## config.mk

```make
export PLATFORM = sky130hd
export DESIGN_NAME = linear_interp_resampler_unit
export DESIGN_NICKNAME = d
export VERILOG_FILES = /design/src/hw/rtl/lirs_pkg.sv /design/src/hw/rtl/lirs_cfg_regs.sv /design/src/hw/rtl/lirs_mix_unit.sv /design/src/hw/rtl/linear_interp_resampler_unit.sv
export SDC_FILE = /design/constraint.sdc
export NUM_CORES = 1
export LEC_CHECK = 0
export ABC_AREA = 1
export ABC_CLOCK_PERIOD_IN_PS = 7800
export BUFFER_PORTS_ARGS = -buffer_cell sky130_fd_sc_hd__buf_2
export CAP_MARGIN = 30
export CORE_MARGIN = 2
export CORE_UTILIZATION = 50
export CTS_CLUSTER_DIAMETER = 50
export DETAILED_ROUTE_END_ITERATION = 6
export PLACE_DENSITY = 0.67
export SLEW_MARGIN = 25
export SYNTH_ARGS = -nofsm -noshare
export SYNTH_HDL_FRONTEND = slang
export SYNTH_SLANG_ARGS = --single-unit
```

## constraint.sdc

```tcl
create_clock -name clk -period 7.8 [get_ports clk]
set_clock_uncertainty 0.05 [all_clocks]
set_input_delay 1.56 -clock clk [delete_from_list [all_inputs] [get_ports clk]]
set_output_delay 1.56 -clock clk [all_outputs]
set_load 0.01 [all_outputs]
```

## src/hw/rtl/lirs_pkg.sv

```systemverilog
// Shared types and constants for the linear interpolation resampler.
// Used by the register block, the mix unit, the top level and the checker.
package lirs_pkg;

  // Fixed field widths
  localparam int SAMPLE_W = 16;
  localparam int POS_W    = 14;
  localparam int STEP_W   = 18;
  localparam int WLEN_W   = 15;

  // Parameter defaults
  localparam int WINDOW_MAX_DEF      = 16384;
  localparam int PHASE_FRAC_BITS_DEF = 16;

  // Most outputs that one input sample may cause
  localparam int RUN_CAP   = 64;
  localparam int RUN_CNT_W = 7;

  // Register reset values
  localparam logic [STEP_W-1:0] PHASE_STEP_RST    = 18'd65283;
  localparam logic [WLEN_W-1:0] WINDOW_LENGTH_RST = 15'd16000;

  // Register indexes on the configuration port
  typedef enum logic {
    REG_PHASE_STEP    = 1'b0,
    REG_WINDOW_LENGTH = 1'b1
  } lirs_reg_t;

  // Configuration as seen by the datapath
  typedef struct packed {
    logic [STEP_W-1:0] phase_step;
    logic [WLEN_W-1:0] window_length;
  } lirs_cfg_t;

endpackage

```

## src/hw/rtl/lirs_cfg_regs.sv

```systemverilog
// APB-style configuration registers for the linear interpolation resampler.
// Depends on lirs_pkg for register indexes, widths and reset values.
module lirs_cfg_regs (
  input  logic               clk,
  input  logic               rst,
  input  logic               psel,
  input  logic               penable,
  input  logic               pwrite,
  input  logic [2:0]         paddr,
  input  logic [31:0]        pwdata,
  output logic [31:0]        prdata,
  output logic               pready,
  output lirs_pkg::lirs_cfg_t cfg
);
  import lirs_pkg::*;

  logic      wr_en;
  lirs_reg_t reg_sel;

  assign pready  = 1'b1;
  assign wr_en   = psel && penable && pwrite && pready;
  assign reg_sel = lirs_reg_t'(paddr[2]);

  // Register writes complete in the access cycle.
  always_ff @(posedge clk) begin
    if (rst) begin
      cfg.phase_step    <= PHASE_STEP_RST;
      cfg.window_length <= WINDOW_LENGTH_RST;
    end else if (wr_en) begin
      case (reg_sel)
        REG_PHASE_STEP:    cfg.phase_step    <= pwdata[STEP_W-1:0];
        REG_WINDOW_LENGTH: cfg.window_length <= pwdata[WLEN_W-1:0];
        default: ;
      endcase
    end
  end

  // Read back the selected register.
  always_comb begin
    case (reg_sel)
      REG_PHASE_STEP:    prdata = 32'(cfg.phase_step);
      REG_WINDOW_LENGTH: prdata = 32'(cfg.window_length);
      default:           prdata = 32'd0;
    endcase
  end

endmodule

```

## src/hw/rtl/lirs_mix_unit.sv

```systemverilog
// Shared mix unit: one registered multiply of the sample difference by the
// phase fraction, then scaling, truncation toward zero and clamping.
// Depends on lirs_pkg for the sample width.
module lirs_mix_unit #(
  parameter int PHASE_FRAC_BITS = lirs_pkg::PHASE_FRAC_BITS_DEF
) (
  input  logic                                clk,
  input  logic                                mul_en,
  input  logic signed [lirs_pkg::SAMPLE_W-1:0] prev,
  input  logic signed [lirs_pkg::SAMPLE_W:0]   diff,
  input  logic [PHASE_FRAC_BITS-1:0]          frac,
  output logic signed [lirs_pkg::SAMPLE_W-1:0] sample
);
  import lirs_pkg::*;

  localparam int PROD_W = SAMPLE_W + 1 + PHASE_FRAC_BITS + 1;
  localparam int NUM_W  = PROD_W + 1;
  localparam int Q_W    = NUM_W - PHASE_FRAC_BITS;

  localparam logic signed [Q_W-1:0] Q_MAX = Q_W'(32767);
  localparam logic signed [Q_W-1:0] Q_MIN = -Q_W'(32768);

  logic signed [PROD_W-1:0] prod;
  logic signed [NUM_W-1:0]  num;
  logic signed [Q_W-1:0]    q_floor;
  logic signed [Q_W-1:0]    q;

  // prev*(1-f) + cur*f is prev*one + (cur-prev)*f; only the product is stored.
  always_ff @(posedge clk) begin
    if (mul_en) begin
      prod <= diff * $signed({1'b0, frac});
    end
  end

  // Scale by one with truncation toward zero, then clamp to 16 bits.
  always_comb begin
    num     = (NUM_W'(prev) <<< PHASE_FRAC_BITS) + NUM_W'(prod);
    q_floor = num[NUM_W-1:PHASE_FRAC_BITS];
    q       = (num[NUM_W-1] && (|num[PHASE_FRAC_BITS-1:0])) ? q_floor + Q_W'(1) : q_floor;
    if (q > Q_MAX) begin
      sample = 16'sh7FFF;
    end else if (q < Q_MIN) begin
      sample = 16'sh8000;
    end else begin
      sample = q[SAMPLE_W-1:0];
    end
  end

endmodule

```

## src/hw/rtl/linear_interp_resampler_unit.sv

```systemverilog
// Linear interpolation sample-rate converter: top level with the sequencer.
// Depends on lirs_pkg, lirs_cfg_regs and lirs_mix_unit.
//
// One input sample is taken at a time and s_tready stays low while it is
// worked on. Each output passes through the single shared multiplier
// path (multiply, then scale and clamp into the output register), and every
// input also passes through its accept, window check and phase update
// steps; a low m_tready holds a result until the output register is free.
// Inputs arriving after the window is full end at the window check and
// give nothing; a sample with tuser set restarts the window. Outputs carry
// the sample in m_tdata[15:0], the index within the window in m_tdata[29:16],
// and mark the last output caused by an input with m_tlast.
module linear_interp_resampler_unit #(
  parameter int WINDOW_MAX      = lirs_pkg::WINDOW_MAX_DEF,
  parameter int PHASE_FRAC_BITS = lirs_pkg::PHASE_FRAC_BITS_DEF
) (
  input  logic        clk,
  input  logic        rst,
  // Input stream
  input  logic        s_tvalid,
  output logic        s_tready,
  input  logic [15:0] s_tdata,   // [15:0] in_sample
  input  logic        s_tuser,   // [0] start_window
  // Output stream
  output logic        m_tvalid,
  input  logic        m_tready,
  output logic [31:0] m_tdata,   // [15:0] out_sample, [29:16] out_position, [31:30] zero
  output logic        m_tlast,   // last_of_run
  // Configuration port
  input  logic        psel,
  input  logic        penable,
  input  logic        pwrite,
  input  logic [2:0]  paddr,
  input  logic [31:0] pwdata,
  output logic [31:0] prdata,
  output logic        pready
);
  import lirs_pkg::*;

  localparam int PA_W    = ((PHASE_FRAC_BITS > STEP_W) ? PHASE_FRAC_BITS : STEP_W) + 1;
  localparam int LIM_MAX = (WINDOW_MAX < 32767) ? WINDOW_MAX : 32767;
  localparam int FILL_W  = $clog2(LIM_MAX + 1);

  localparam logic [PA_W-1:0] PHASE_ONE = PA_W'(1) << PHASE_FRAC_BITS;

  typedef enum logic [2:0] {
    ST_IDLE,
    ST_CHECK,
    ST_MUL,
    ST_OUT,
    ST_FIN
  } state_t;

  state_t                       state;
  lirs_cfg_t                    cfg;
  logic signed [SAMPLE_W-1:0]   cur;
  logic signed [SAMPLE_W-1:0]   prev;
  logic signed [SAMPLE_W:0]     diff;
  logic [PA_W-1:0]              phase_acc;
  logic [SAMPLE_W-1:0]          prior_sample;
  logic                         prior_valid;
  logic [FILL_W-1:0]            window_fill;
  logic [RUN_CNT_W-1:0]         run_cnt;

  logic [FILL_W-1:0]            limit;
  logic signed [SAMPLE_W-1:0]   prev_sel;
  logic [PA_W-1:0]              phase_next;
  logic [FILL_W-1:0]            fill_next;
  logic [RUN_CNT_W-1:0]         run_cnt_next;
  logic                         run_last;
  logic                         mul_en;
  logic                         out_load;
  logic signed [SAMPLE_W-1:0]   mix_sample;

  lirs_cfg_regs u_regs (
    .clk     (clk),
    .rst     (rst),
    .psel    (psel),
    .penable (penable),
    .pwrite  (pwrite),
    .paddr   (paddr),
    .pwdata  (pwdata),
    .prdata  (prdata),
    .pready  (pready),
    .cfg     (cfg)
  );

  lirs_mix_unit #(
    .PHASE_FRAC_BITS (PHASE_FRAC_BITS)
  ) u_mix (
    .clk    (clk),
    .mul_en (mul_en),
    .prev   (prev),
    .diff   (diff),
    .frac   (phase_acc[PHASE_FRAC_BITS-1:0]),
    .sample (mix_sample)
  );

  // Window limit is the smaller of the register and the build-time maximum.
  always_comb begin
    if (32'(cfg.window_length) < 32'(WINDOW_MAX)) begin
      limit = FILL_W'(cfg.window_length);
    end else begin
      limit = FILL_W'(WINDOW_MAX);
    end
  end

  // The first sample of a window stands in as its own predecessor.
  assign prev_sel = prior_valid ? $signed(prior_sample) : cur;

  // Step values for the output being emitted and the test for another one.
  assign phase_next   = phase_acc + PA_W'(cfg.phase_step);
  assign fill_next    = window_fill + FILL_W'(1);
  assign run_cnt_next = run_cnt + RUN_CNT_W'(1);
  assign run_last     = !((phase_next < PHASE_ONE) && (fill_next < limit) &&
                          (run_cnt_next < RUN_CNT_W'(RUN_CAP)));

  assign mul_en   = (state == ST_MUL);
  assign s_tready = (state == ST_IDLE);

  // A result is loaded once the output register is free.
  assign out_load = (state == ST_OUT) && (!m_tvalid || m_tready);

  // Sequencer, state and the output register.
  always_ff @(posedge clk) begin
    if (rst) begin
      state        <= ST_IDLE;
      phase_acc    <= '0;
      prior_sample <= '0;
      prior_valid  <= 1'b0;
      window_fill  <= '0;
      run_cnt      <= '0;
      m_tvalid     <= 1'b0;
    end else begin
      // The output register fills on a load and empties on a transfer.
      if (out_load) begin
        m_tvalid <= 1'b1;
      end else if (m_tready) begin
        m_tvalid <= 1'b0;
      end
      case (state)
        ST_IDLE: begin
          if (s_tvalid) begin
            cur <= $signed(s_tdata);
            if (s_tuser) begin
              phase_acc    <= '0;
              prior_sample <= '0;
              prior_valid  <= 1'b0;
              window_fill  <= '0;
            end
            state <= ST_CHECK;
          end
        end
        ST_CHECK: begin
          if (window_fill >= limit) begin
            // Full window: the sample is dropped and nothing changes.
            state <= ST_IDLE;
          end else begin
            prev    <= prev_sel;
            diff    <= (SAMPLE_W + 1)'(cur) - (SAMPLE_W + 1)'(prev_sel);
            run_cnt <= '0;
            state   <= (phase_acc < PHASE_ONE) ? ST_MUL : ST_FIN;
          end
        end
        ST_MUL: begin
          state <= ST_OUT;
        end
        ST_OUT: begin
          // Load a result once the output register is free.
          if (out_load) begin
            m_tdata[15:0]           <= mix_sample;
            m_tdata[29:16]          <= POS_W'(window_fill);
            m_tdata[31:30]          <= 2'b00;
            m_tlast                 <= run_last;
            phase_acc               <= phase_next;
            window_fill             <= fill_next;
            run_cnt                 <= run_cnt_next;
            state                   <= run_last ? ST_FIN : ST_MUL;
          end
        end
        ST_FIN: begin
          // Drop one from the phase, saturating at zero, and keep the sample.
          phase_acc    <= (phase_acc >= PHASE_ONE) ? phase_acc - PHASE_ONE : '0;
          prior_sample <= cur;
          prior_valid  <= 1'b1;
          state        <= ST_IDLE;
        end
        default: begin
          state <= ST_IDLE;
        end
      endcase
    end
  end

endmodule

```

==> Yosys cells after proc, flatten, opt, wreduce, memory -nomap -nowiden <==
Cells that the tools add are included.
{ "totals": {"word_cells": 101, "register_bits": 209} }
{ "classes": {"n_bitwise": 3, "multipliers": 1, "n_eq_ne": 8, "n_reduce_logical": 26, "n_addsub": 7, "magnitude_cmp": 9, "n_mux": 31} }
{ "op_table": {"columns": ["cell", "n"], "rows": [
  ["19-bit two-way mux", 5],
  ["16-bit two-way mux", 4],
  ["32-bit one-hot mux with 2 select lines", 1],
  ["15-bit two-way mux", 4],
  ["19-bit one-hot mux with 3 select lines", 1],
  ["19-bit by 17-bit < comparator with 1-bit output, second input constant", 2],
  ["32-bit by 34-bit adder with 35-bit output", 1],
  ["17-bit by 17-bit multiplier with 34-bit output", 1],
  ["16-bit one-hot mux with 2 select lines", 1],
  ["15-bit one-hot mux with 2 select lines", 1],
  ["19-bit by 18-bit adder with 19-bit output", 1],
  ["19-bit by 2-bit adder with 19-bit output, second input constant", 1],
  ["19-bit by 17-bit greater-or-equal comparator with 1-bit output, second input constant", 1],
  ["19-bit by 16-bit > comparator with 1-bit output, second input constant", 1],
  ["19-bit by 16-bit < comparator with 1-bit output, second input constant", 1],
  ["19-bit by 17-bit subtractor with 19-bit output, second input constant", 1],
  ["16-bit by 16-bit subtractor with 17-bit output", 1],
  ["16-bit OR reduction", 1],
  ["15-bit by 1-bit adder with 15-bit output, second input constant", 1],
  ["15-bit greater-or-equal comparator", 1],
  ["15-bit < comparator", 1],
  ["15-bit < comparator, second input constant", 1],
  ["3-bit two-way mux", 5],
  ["3-bit AND reduction", 5],
  ["other kinds (21)", 42]
]} }

==> Depth between registers and ports, before layout <==
Gate-level depths: netlist of the first run.
{ "logic_depth": {"word_depth": 8, "mapped_depth": 28, "ltp_nobuf": 26} }

==> By module <==
A second synthesis of the first run with hierarchy kept.
{ "hier_totals": {"hier_cells": 2947, "area_unflattened_um2": 23291.1} }
{ "modules_own_cells": {"columns": ["module", "cells_per_inst", "seq_area_each_um2", "area_each_um2", "instances"], "rows": [
  ["lirs_mix_unit", 1786, 1021.0, 13809.5, 1],
  ["linear_interp_resampler_unit", 911, 3643.5, 7851.3, 1],
  ["lirs_cfg_regs", 250, 660.6, 1630.3, 1]
]} }

==> Least setup slack after synthesis of the first run <==
OpenSTA, ideal clock, no wires.
{ "synth_path": {"path_kind": "reg-to-reg", "from": "register diff[5]", "to": "register u_mix.prod[26], data pin", "t_arrival_ns": 5.817, "n_path_buf": 2, "synth_period_minus_slack_ns": 6.126, "path_stages_with_launch": 27, "setup_slack_ns": 1.674, "path_cell_list": "edfxtp_1 clkbuf_1 clkbuf_1 nand2_1 fa_1 inv_1 fa_1 inv_1 fa_1 inv_1 fa_1 fa_1 inv_1 fa_1 inv_1 ha_1 nand2_1 nand2_1 a31oi_1 nand2_1 nor2_1 o21ai_0 a21boi_0 o21ai_0 nand2_1 nand2_1 xor2_1"} }
{ "synth_via": {"elab_chain_len": 1} }
{ "synth_rtl": {"columns": ["element", "line", "source"], "rows": [
  ["start: declaration", "linear_interp_resampler_unit.sv:58", "logic signed [SAMPLE_W:0] diff;"],
  ["start signal: assignment", "linear_interp_resampler_unit.sv:160", "diff <= (SAMPLE_W + 1)'(cur) - (SAMPLE_W + 1)'(prev_sel);"],
  ["17-bit by 17-bit multiplier with 34-bit output", "lirs_mix_unit.sv:31", "prod <= diff * $signed({1'b0, frac});"],
  ["end signal: assignment", "lirs_mix_unit.sv:31", null],
  ["end: declaration", "lirs_mix_unit.sv:23", "logic signed [PROD_W-1:0] prod;"]
]} }
Every way passes these cells.
A chain may end at the register's enable or synchronous reset.

==> Worst setup path after layout of the first run <==
{ "layout_path": {"from": "register phase_acc[3]", "to": "register u_mix.prod[30], data pin"} }
{ "layout_via": {"elab_chain_len": 1} }
{ "layout_rtl": {"columns": ["element", "line", "source"], "rows": [
  ["start: declaration", "linear_interp_resampler_unit.sv:59", "logic [PA_W-1:0] phase_acc;"],
  ["start signal: assignment", "linear_interp_resampler_unit.sv:175", "phase_acc <= phase_next;"],
  ["start signal: assignment", "linear_interp_resampler_unit.sv:183", "phase_acc <= (phase_acc >= PHASE_ONE) ? phase_acc - PHASE_ONE : '0;"],
  ["17-bit by 17-bit multiplier with 34-bit output", "lirs_mix_unit.sv:31", null]
]} }
Every way passes these cells.

==> results of run 1 <==
[power breakdown]
group	switching, mW	internal (mW)	total, mW
Clock	0.492	0.730	1.22
Sequential	0.0513	1.21	1.27
Combinational	0.420	0.221	0.641
Total	0.963	2.17	3.13
[cell families (layout without fill, tap and decap cells)]
logic type	after synthesis	count (layout)	synth area share
AND/OR/NAND/NOR	1088	1088	0.198
buffers and inverters	785	843	0.133
adder cells (fa/ha/maj)	456	456	0.340
AO/OA/AOI/OAI	279	279	0.0656
flip-flops	209	209	0.232
XOR/XNOR	81	81	0.0309
other	2	17	0.000327
[cell usage in the layout (no fill, tap or decap), types with 17 or more instances in the layout]
cell type | Yosys | routed
sky130_fd_sc_hd__nand2_1 | 758 | 758
sky130_fd_sc_hd__inv_1 | 651 | 651
sky130_fd_sc_hd__fa_1 | 282 | 282
sky130_fd_sc_hd__ha_1 | 174 | 174
sky130_fd_sc_hd__a21oi_1 | 159 | 159
sky130_fd_sc_hd__nor2_1 | 132 | 129
sky130_fd_sc_hd__edfxtp_1 | 114 | 114
sky130_fd_sc_hd__dfxtp_1 | 95 | 95
sky130_fd_sc_hd__buf_2 | 1 | 93
sky130_fd_sc_hd__o21ai_0 | 76 | 76
sky130_fd_sc_hd__nand3_1 | 71 | 71
sky130_fd_sc_hd__xor2_1 | 53 | 53
sky130_fd_sc_hd__nand2_2 | 36 | 36
sky130_fd_sc_hd__buf_4 | 18 | 31
sky130_fd_sc_hd__xnor2_1 | 28 | 28
sky130_fd_sc_hd__clkbuf_16 | 0 | 25
sky130_fd_sc_hd__nor3_1 | 22 | 21
sky130_fd_sc_hd__nand4_1 | 20 | 20
sky130_fd_sc_hd__conb_1 | 2 | 17
[final cells by class]
type	instances	area share
clock inverters	14	0.00794
repair buffers	127	0.0305
inverters	671	0.101
multi-input cells	1921	0.589
clock buffers	31	0.0272
well taps	600	0.0301
flip-flops and latches	209	0.214
[per-stage QoR]
step                      setup WS (ns)  area [um2]  instances
after floorplan                    1.67       23000       2915
after global placement             1.19       24000       3525
final                              1.11       24900       3573
after global routing              0.667       24900       3573
after CTS                          1.13       24800       3570
after detailed placement           1.15       24000       3525
[critical path, cell delays in order (launching register included)]
cell                       delay, ns
sky130_fd_sc_hd__dfxtp_1        0.87
sky130_fd_sc_hd__nand2_1        0.24
sky130_fd_sc_hd__fa_1           0.82
sky130_fd_sc_hd__fa_1           0.46
sky130_fd_sc_hd__inv_1          0.37
sky130_fd_sc_hd__fa_1           0.52
sky130_fd_sc_hd__fa_1           0.47
sky130_fd_sc_hd__fa_1           0.54
sky130_fd_sc_hd__inv_1          0.05
sky130_fd_sc_hd__fa_1           0.52
sky130_fd_sc_hd__inv_1          0.04
sky130_fd_sc_hd__ha_1           0.34
sky130_fd_sc_hd__a21oi_1        0.28
sky130_fd_sc_hd__o21ai_0        0.17
sky130_fd_sc_hd__a221oi_1       0.32
sky130_fd_sc_hd__o211ai_1       0.18
sky130_fd_sc_hd__xor2_1         0.16
[sequential cells by signal, summed over array words and instances, names as in the netlist]
name	cells
state	3
m_tlast	1
prior_sample	16
u_regs.cfg	33
phase_acc	19
prior_valid	1
run_cnt	7
m_tvalid	1
window_fill	15
cur	16
u_mix.prod	34
prev	16
m_tdata	30
diff	17
[layer usage]
metal | part of all wire | vias up | GRT usage
li1 | - | 8850 | -
met1 | 0.46 | 8809 | 0.329
met2 | 0.47 | 406 | 0.410
met3 | 0.040 | 88 | 0.0188
met4 | 0.023 | 0 | 0.0605
met5 | 0 | - | 0
[final timing paths]
| path | start | to | slack [ns] | depth (start not counted) |
|---|---|---|---|---|
| min | prior_sample[1] | prior_sample[1] | 0.41 | 2 |
| min reg2reg | prior_sample[1] | prior_sample[1] | 0.41 | 2 |
| max | phase_acc[3] | u_mix.prod[30] | 1.11 | 16 |
| max reg2reg | phase_acc[3] | u_mix.prod[30] | 1.11 | 16 |
==> key figures, run 1 <==
Yosys
  – Count of mapped cells out of synthesis: 2900
  – Post-synthesis cell area: 0.0230 mm2
  – Sequential share of the synthesized area: 0.232
  – Number of flops mapped to enable cells by yosys: 114
  – Leading cell type by number of instances after synthesis: sky130_fd_sc_hd__nand2_1
  – Post-synthesis cell type count: 49
  – Avg Inst Size Synth: 7.92 um2
  – Post-synth top cells: sky130_fd_sc_hd__nand2_1, sky130_fd_sc_hd__inv_1, sky130_fd_sc_hd__fa_1
  – Cell types with the largest area share after synthesis: sky130_fd_sc_hd__fa_1, sky130_fd_sc_hd__edfxtp_1, sky130_fd_sc_hd__nand2_1
  – Main flop type after synthesis: sky130_fd_sc_hd__edfxtp_1
  – Seq cells post-synth: 209
  – Asr flop ratio synth: 0
  – Synth top area share: 0.246
  – Biggest area consumer among synthesized cells: sky130_fd_sc_hd__fa_1
  – Yosys warnings: 0

Finish
  – FILL cells: 4297
  – Area of combinational cells with multiple inputs: 0.0147 mm2
  – Layout Nets: 3470
  – Share of the core filled with cells: 0.549
  – Antenna diodes: 0
  – Syn-to-layout area delta: 8.40%
  – Reg area: 0.00533 mm2
  – Ratio of cells with drive above 1 in the final layout: 0.0888

Global routing
  – Initial antenna violation count: 0
  – Maximum number of pins on one net before global-route repair: 66
  – GR Overflow Total: 0
  – Overall Global Routing Usage: 0.239
  – Wire length of the first global-routing pass: 91500 um
  – Via count of the first global-routing pass: 18446

Power
  – Max rail drop VDD: 0.169 mV
  – Sum of internal, switching and leakage power: 3.13 mW
  – Power per cell area: 126 mW/mm2
  – Reported leakage power: 13.3 nW

Place
  – Final HPWL from detailed placement: 44300 um
  – Port-buffer cells: 93
  – Gp weighted congestion: 0.894

Floorplan
  – Die extent in x: 218 um
  – Top-level I/O count: 127
  – Die ar.: 0.0477 mm2
  – Core Box Area: 0.0454 mm2
  – Count of standard-cell rows: 78
  – Initial core utilization: 0.506
  – Die span in y: 218 um

Timing
  – Pin slew with the least headroom to its limit: 0.946 ns
  – Min Hold Slack: 0.413 ns
  – Crit share post-route: 0.857
  – Clock period minus final worst setup slack: 6.69 ns
  – Setup total negative slack: 0 ns
  – Finish-stage setup viols: 0
  – Remaining max-slew budget at the tightest pin: 0.369
  – Count of final hold-check violations: 0
  – Max Slew Vio Count: 0
  – Setup repair after global routing missed its margin: false
  – Max Clk Rate: 0.150 GHz

CTS
  – Clock Root Buffer: sky130_fd_sc_hd__clkbuf_16
  – Source-to-sink clock delay at the later pin of the worst-skew pair: 0.54 ns
  – Number of hold buffers added after cts: 0
  – Clock tree from TritonCTS: done
  – Count of clock tree sinks: 209
  – Post-CTS Setup Repair Bufs: 0
  – Clock slew at the register clock pins of the worst setup and hold paths: 0.06 ns
  – Clock buffers created by TritonCTS: 25
  – CTS HTree Levels: 1
  – Number of buffers on the longest clock path: 3
  – Count of cells resized by post-cts repair: 0

Detailed routing
  – First-pass iteration count of the detailed router: 5
  – Routed vias: 18153
  – Post-route ant nets: 0
  – Drt total wl: 55400 um
  – Remaining design rule violation count: 0
  – DRC marker count from the first detailed-route iteration: 1246
  – Average wire per standard cell: 15.5 um
  – Via density per instance: 5.08

Critical path
  – Type of element launching the critical path: flip-flop
  – Maximum fanout encountered on the critical timing path: 20
  – Worst endpoint required time: 8.02 ns
  – Worst setup path category: reg -> reg
  – Kind of end point of the critical path: flip-flop
  – Endpoint arrival time on the critical path: 6.91 ns

Worst hold path
  – Type of the worst min-delay path: reg -> reg

Run
  – Reported max-cap violation count: 0

Run status
  – Run status: finished clean
Power figures use the tool's default switching activity.
==> run 2: changes to the inputs <==
--- a/config.mk
+++ b/config.mk
@@ -9,7 +9,7 @@
 export ABC_CLOCK_PERIOD_IN_PS = 7800
 export BUFFER_PORTS_ARGS = -buffer_cell sky130_fd_sc_hd__buf_2
 export CAP_MARGIN = 30
-export CORE_MARGIN = 2
+export CORE_MARGIN = 8
 export CORE_UTILIZATION = 50
 export CTS_CLUSTER_DIAMETER = 50
 export DETAILED_ROUTE_END_ITERATION = 6
==> run 2 against run 1 <==
Sequential power about the same; combinational power about the same; via count increased by 0.34%; worst setup slack got worse by 0.073 ns; wire length is 2.8% higher; sequential cell count is the same; highest routed layer unchanged.
==> key figures, run 2 (synthesis gave the netlist of run 1 again) <==
CTS
  – Count of clock tree sinks: 209 (unchanged)
  – Number of hold buffers added after cts: 0 (unchanged)
  – CTS HTree Levels: 1 (unchanged)
  – Post-CTS Setup Repair Bufs: 0 (unchanged)
  – Number of buffers on the longest clock path: 3 (unchanged)
  – Source-to-sink clock delay at the later pin of the worst-skew pair: 0.53 ns (about the same)
  – Count of cells resized by post-cts repair: 0 (unchanged)
  – Clock Root Buffer: sky130_fd_sc_hd__clkbuf_16
  – Clock buffers created by TritonCTS: 24 (-4.0%)
  – Clock slew at the register clock pins of the worst setup and hold paths: 0.06 ns (about the same)
  – Clock tree from TritonCTS: done

Critical path
  – Worst setup path category: reg -> reg
  – Maximum fanout encountered on the critical timing path: 20 (unchanged)
  – Reg-to-reg critical path endpoint: u_mix.prod[30]
  – Worst-case register-to-register setup slack: 1.04 ns (-0.07 ns)
  – Endpoint arrival time on the critical path: 6.97 ns (+0.06 ns)
  – Source of the critical timing path: phase_acc[3]
  – Kind of end point of the critical path: flip-flop
  – Type of element launching the critical path: flip-flop
  – Depth of the worst register-to-register path: 16 (unchanged)
  – Worst endpoint required time: 8.01 ns (about the same)
  – Beginning of the worst register-to-register path: phase_acc[3]

Place
  – Port-buffer cells: 93 (unchanged)
  – Placed Instances: 3526 (+0.028%)
  – Gp weighted congestion: 0.882 (-1.3%)
  – Final HPWL from detailed placement: 45900 um (+3.6%)

Floorplan
  – Die ar.: 0.0531 mm2 (+11%)
  – Count of standard-cell rows: 78 (unchanged)
  – Top-level I/O count: 127 (unchanged)
  – Die extent in x: 230 um (+5.5%)
  – Initial core utilization: 0.506 (unchanged)
  – Die span in y: 230 um (+5.5%)
  – Core Box Area: 0.0454 mm2 (unchanged)

Detailed routing
  – Remaining design rule violation count: 0 (unchanged)
  – Post-route ant nets: 0 (unchanged)
  – Via density per instance: 5.10 (+0.39%)
  – Average wire per standard cell: 15.9 um (+2.9%)
  – First-pass iteration count of the detailed router: 5 (unchanged)
  – Drt total wl: 56900 um (+2.8%)
  – Routed vias: 18214 (+0.34%)
  – DRC marker count from the first detailed-route iteration: 1214 (-2.6%)

Run status
  – Run status: finished clean

Timing
  – Clock period minus final worst setup slack: 6.76 ns (+0.0728 ns)
  – Finish-stage setup viols: 0 (unchanged)
  – Count of final hold-check violations: 0 (unchanged)
  – Min Hold Slack: 0.415 ns (+0.00162 ns)
  – Crit share post-route: 0.867 (+0.00934)
  – Setup repair after global routing missed its margin: false
  – Max Slew Vio Count: 0 (unchanged)
  – Max Clk Rate: 0.148 GHz (-1.1%)
  – Pin slew with the least headroom to its limit: 0.952 ns (+0.00583 ns)
  – Remaining max-slew budget at the tightest pin: 0.365 (-0.00390)
  – Setup total negative slack: 0 ns (unchanged)

Finish
  – Syn-to-layout area delta: 7.97%
  – Top Registers: u_mix.prod (34), u_regs.cfg (33), m_tdata (30)
  – Cell Count, Final, Fillers Out: 3571 (-0.056%)
  – Most frequent cells in the layout: sky130_fd_sc_hd__nand2_1, sky130_fd_sc_hd__inv_1, sky130_fd_sc_hd__fa_1
  – FILL cells: 4272 (-0.58%)
  – Flip-flop count of the largest register, all copies and words added: 34 (unchanged)
  – Most flops, register: u_mix.prod
  – Ratio of cells with drive above 1 in the final layout: 0.0868 (-0.00196)
  – Antenna diodes: 0 (unchanged)
  – Layout Nets: 3469 (-0.029%)
  – Most frequent standard cell in the layout excluding fill and tap cells: sky130_fd_sc_hd__nand2_1

Global routing
  – Maximum number of pins on one net before global-route repair: 66 (unchanged)
  – Overall Global Routing Usage: 0.219 (-0.0204)
  – GR Overflow Total: 0 (unchanged)
  – Via count of the first global-routing pass: 18988 (+2.9%)
  – Initial antenna violation count: 0 (unchanged)
  – Wire length of the first global-routing pass: 95800 um (+4.7%)

Power
  – Max rail drop VDD: 0.181 mV (+7.0%)
  – Reported leakage power: 13.3 nW (-0.29%)
  – Power per cell area: 122 mW/mm2 (-2.7%)

Worst hold path
  – Start point of the worst min-delay path: prior_sample[9]
  – Hold path cells: 2 (unchanged)
  – Type of the worst min-delay path: reg -> reg
  – Hold-critical path endpoint: prior_sample[9]

Run
  – Reported max-cap violation count: 0 (unchanged)
-- run 2: cell count changes in the layout (fill, tap and decap cells not counted), sizes merged --
cell      before  now
clkinv        11    7
clkbuf        31   37
inv          670  669
clkinvlp       1    0
bufinv         3    1
-- run 2: worst max path at each step --
stage	cells after the start	endpoint	slack (ns)
global route	22	u_mix.prod[26]	0.59
global placement	20	u_mix.prod[33]	1.18
CTS	25	u_mix.prod[26]	1.10
detailed placement	25	u_mix.prod[26]	1.13
floorplan	26	u_mix.prod[26]	1.67
finish	16	u_mix.prod[30]	1.04
-- run 2: area by class of cell --
cell class	instances	area, um2	share of cell area
Clock inverter	6	62.6	0.00252
Tap cell	600	751	0.0303
Sequential cell	209	5330	0.215
Inverter	671	2520	0.102
Clock buffer	37	722	0.0291
Timing Repair Buffer	127	753	0.0304
Multi-Input combinational cell	1921	14700	0.592
-- run 2: critical path: stages, from the launching register on --
cell,delay [ns]
sky130_fd_sc_hd__dfxtp_1,0.89
sky130_fd_sc_hd__nand2_1,0.24
sky130_fd_sc_hd__fa_1,0.81
sky130_fd_sc_hd__fa_1,0.45
sky130_fd_sc_hd__inv_1,0.39
sky130_fd_sc_hd__fa_1,0.52
sky130_fd_sc_hd__fa_1,0.47
sky130_fd_sc_hd__fa_1,0.54
sky130_fd_sc_hd__inv_1,0.05
sky130_fd_sc_hd__fa_1,0.52
sky130_fd_sc_hd__inv_1,0.04
sky130_fd_sc_hd__ha_1,0.34
sky130_fd_sc_hd__a21oi_1,0.25
sky130_fd_sc_hd__o21ai_0,0.15
sky130_fd_sc_hd__a221oi_1,0.36
sky130_fd_sc_hd__o211ai_1,0.22
sky130_fd_sc_hd__xor2_1,0.18
-- run 2: per-layer routing --
| layer | up-vias | GRT usage | part of all wire |
|---|---|---|---|
| met1 | 8903 | 0.297 | 0.46 |
| met2 | 418 | 0.377 | 0.48 |
| met3 | 72 | 0.0184 | 0.043 |
| met4 | 0 | 0.0537 | 0.022 |
| li1 | 8821 | - | - |
| met5 | - | 0 | 0 |
-- run 2: metrics by stage --
step                      worst slack, ns  power, mW  area, um2  utilization
final                                1.04       3.03      24800        0.547
after global routing                0.588       3.18      24800        0.547
after CTS                            1.10       3.06      24800        0.546
after detailed placement             1.13       1.93      24000        0.528
after global placement               1.18       1.91      24000        0.528
after floorplan                      1.67       1.76      23000            -
-- run 2: power by group --
group	internal, mW	switching, mW	leakage, nW
Clock	0.671	0.453	0.388
Sequential	1.22	0.0537	1.81
Combinational	0.222	0.419	11.1
Total	2.11	0.926	13.3
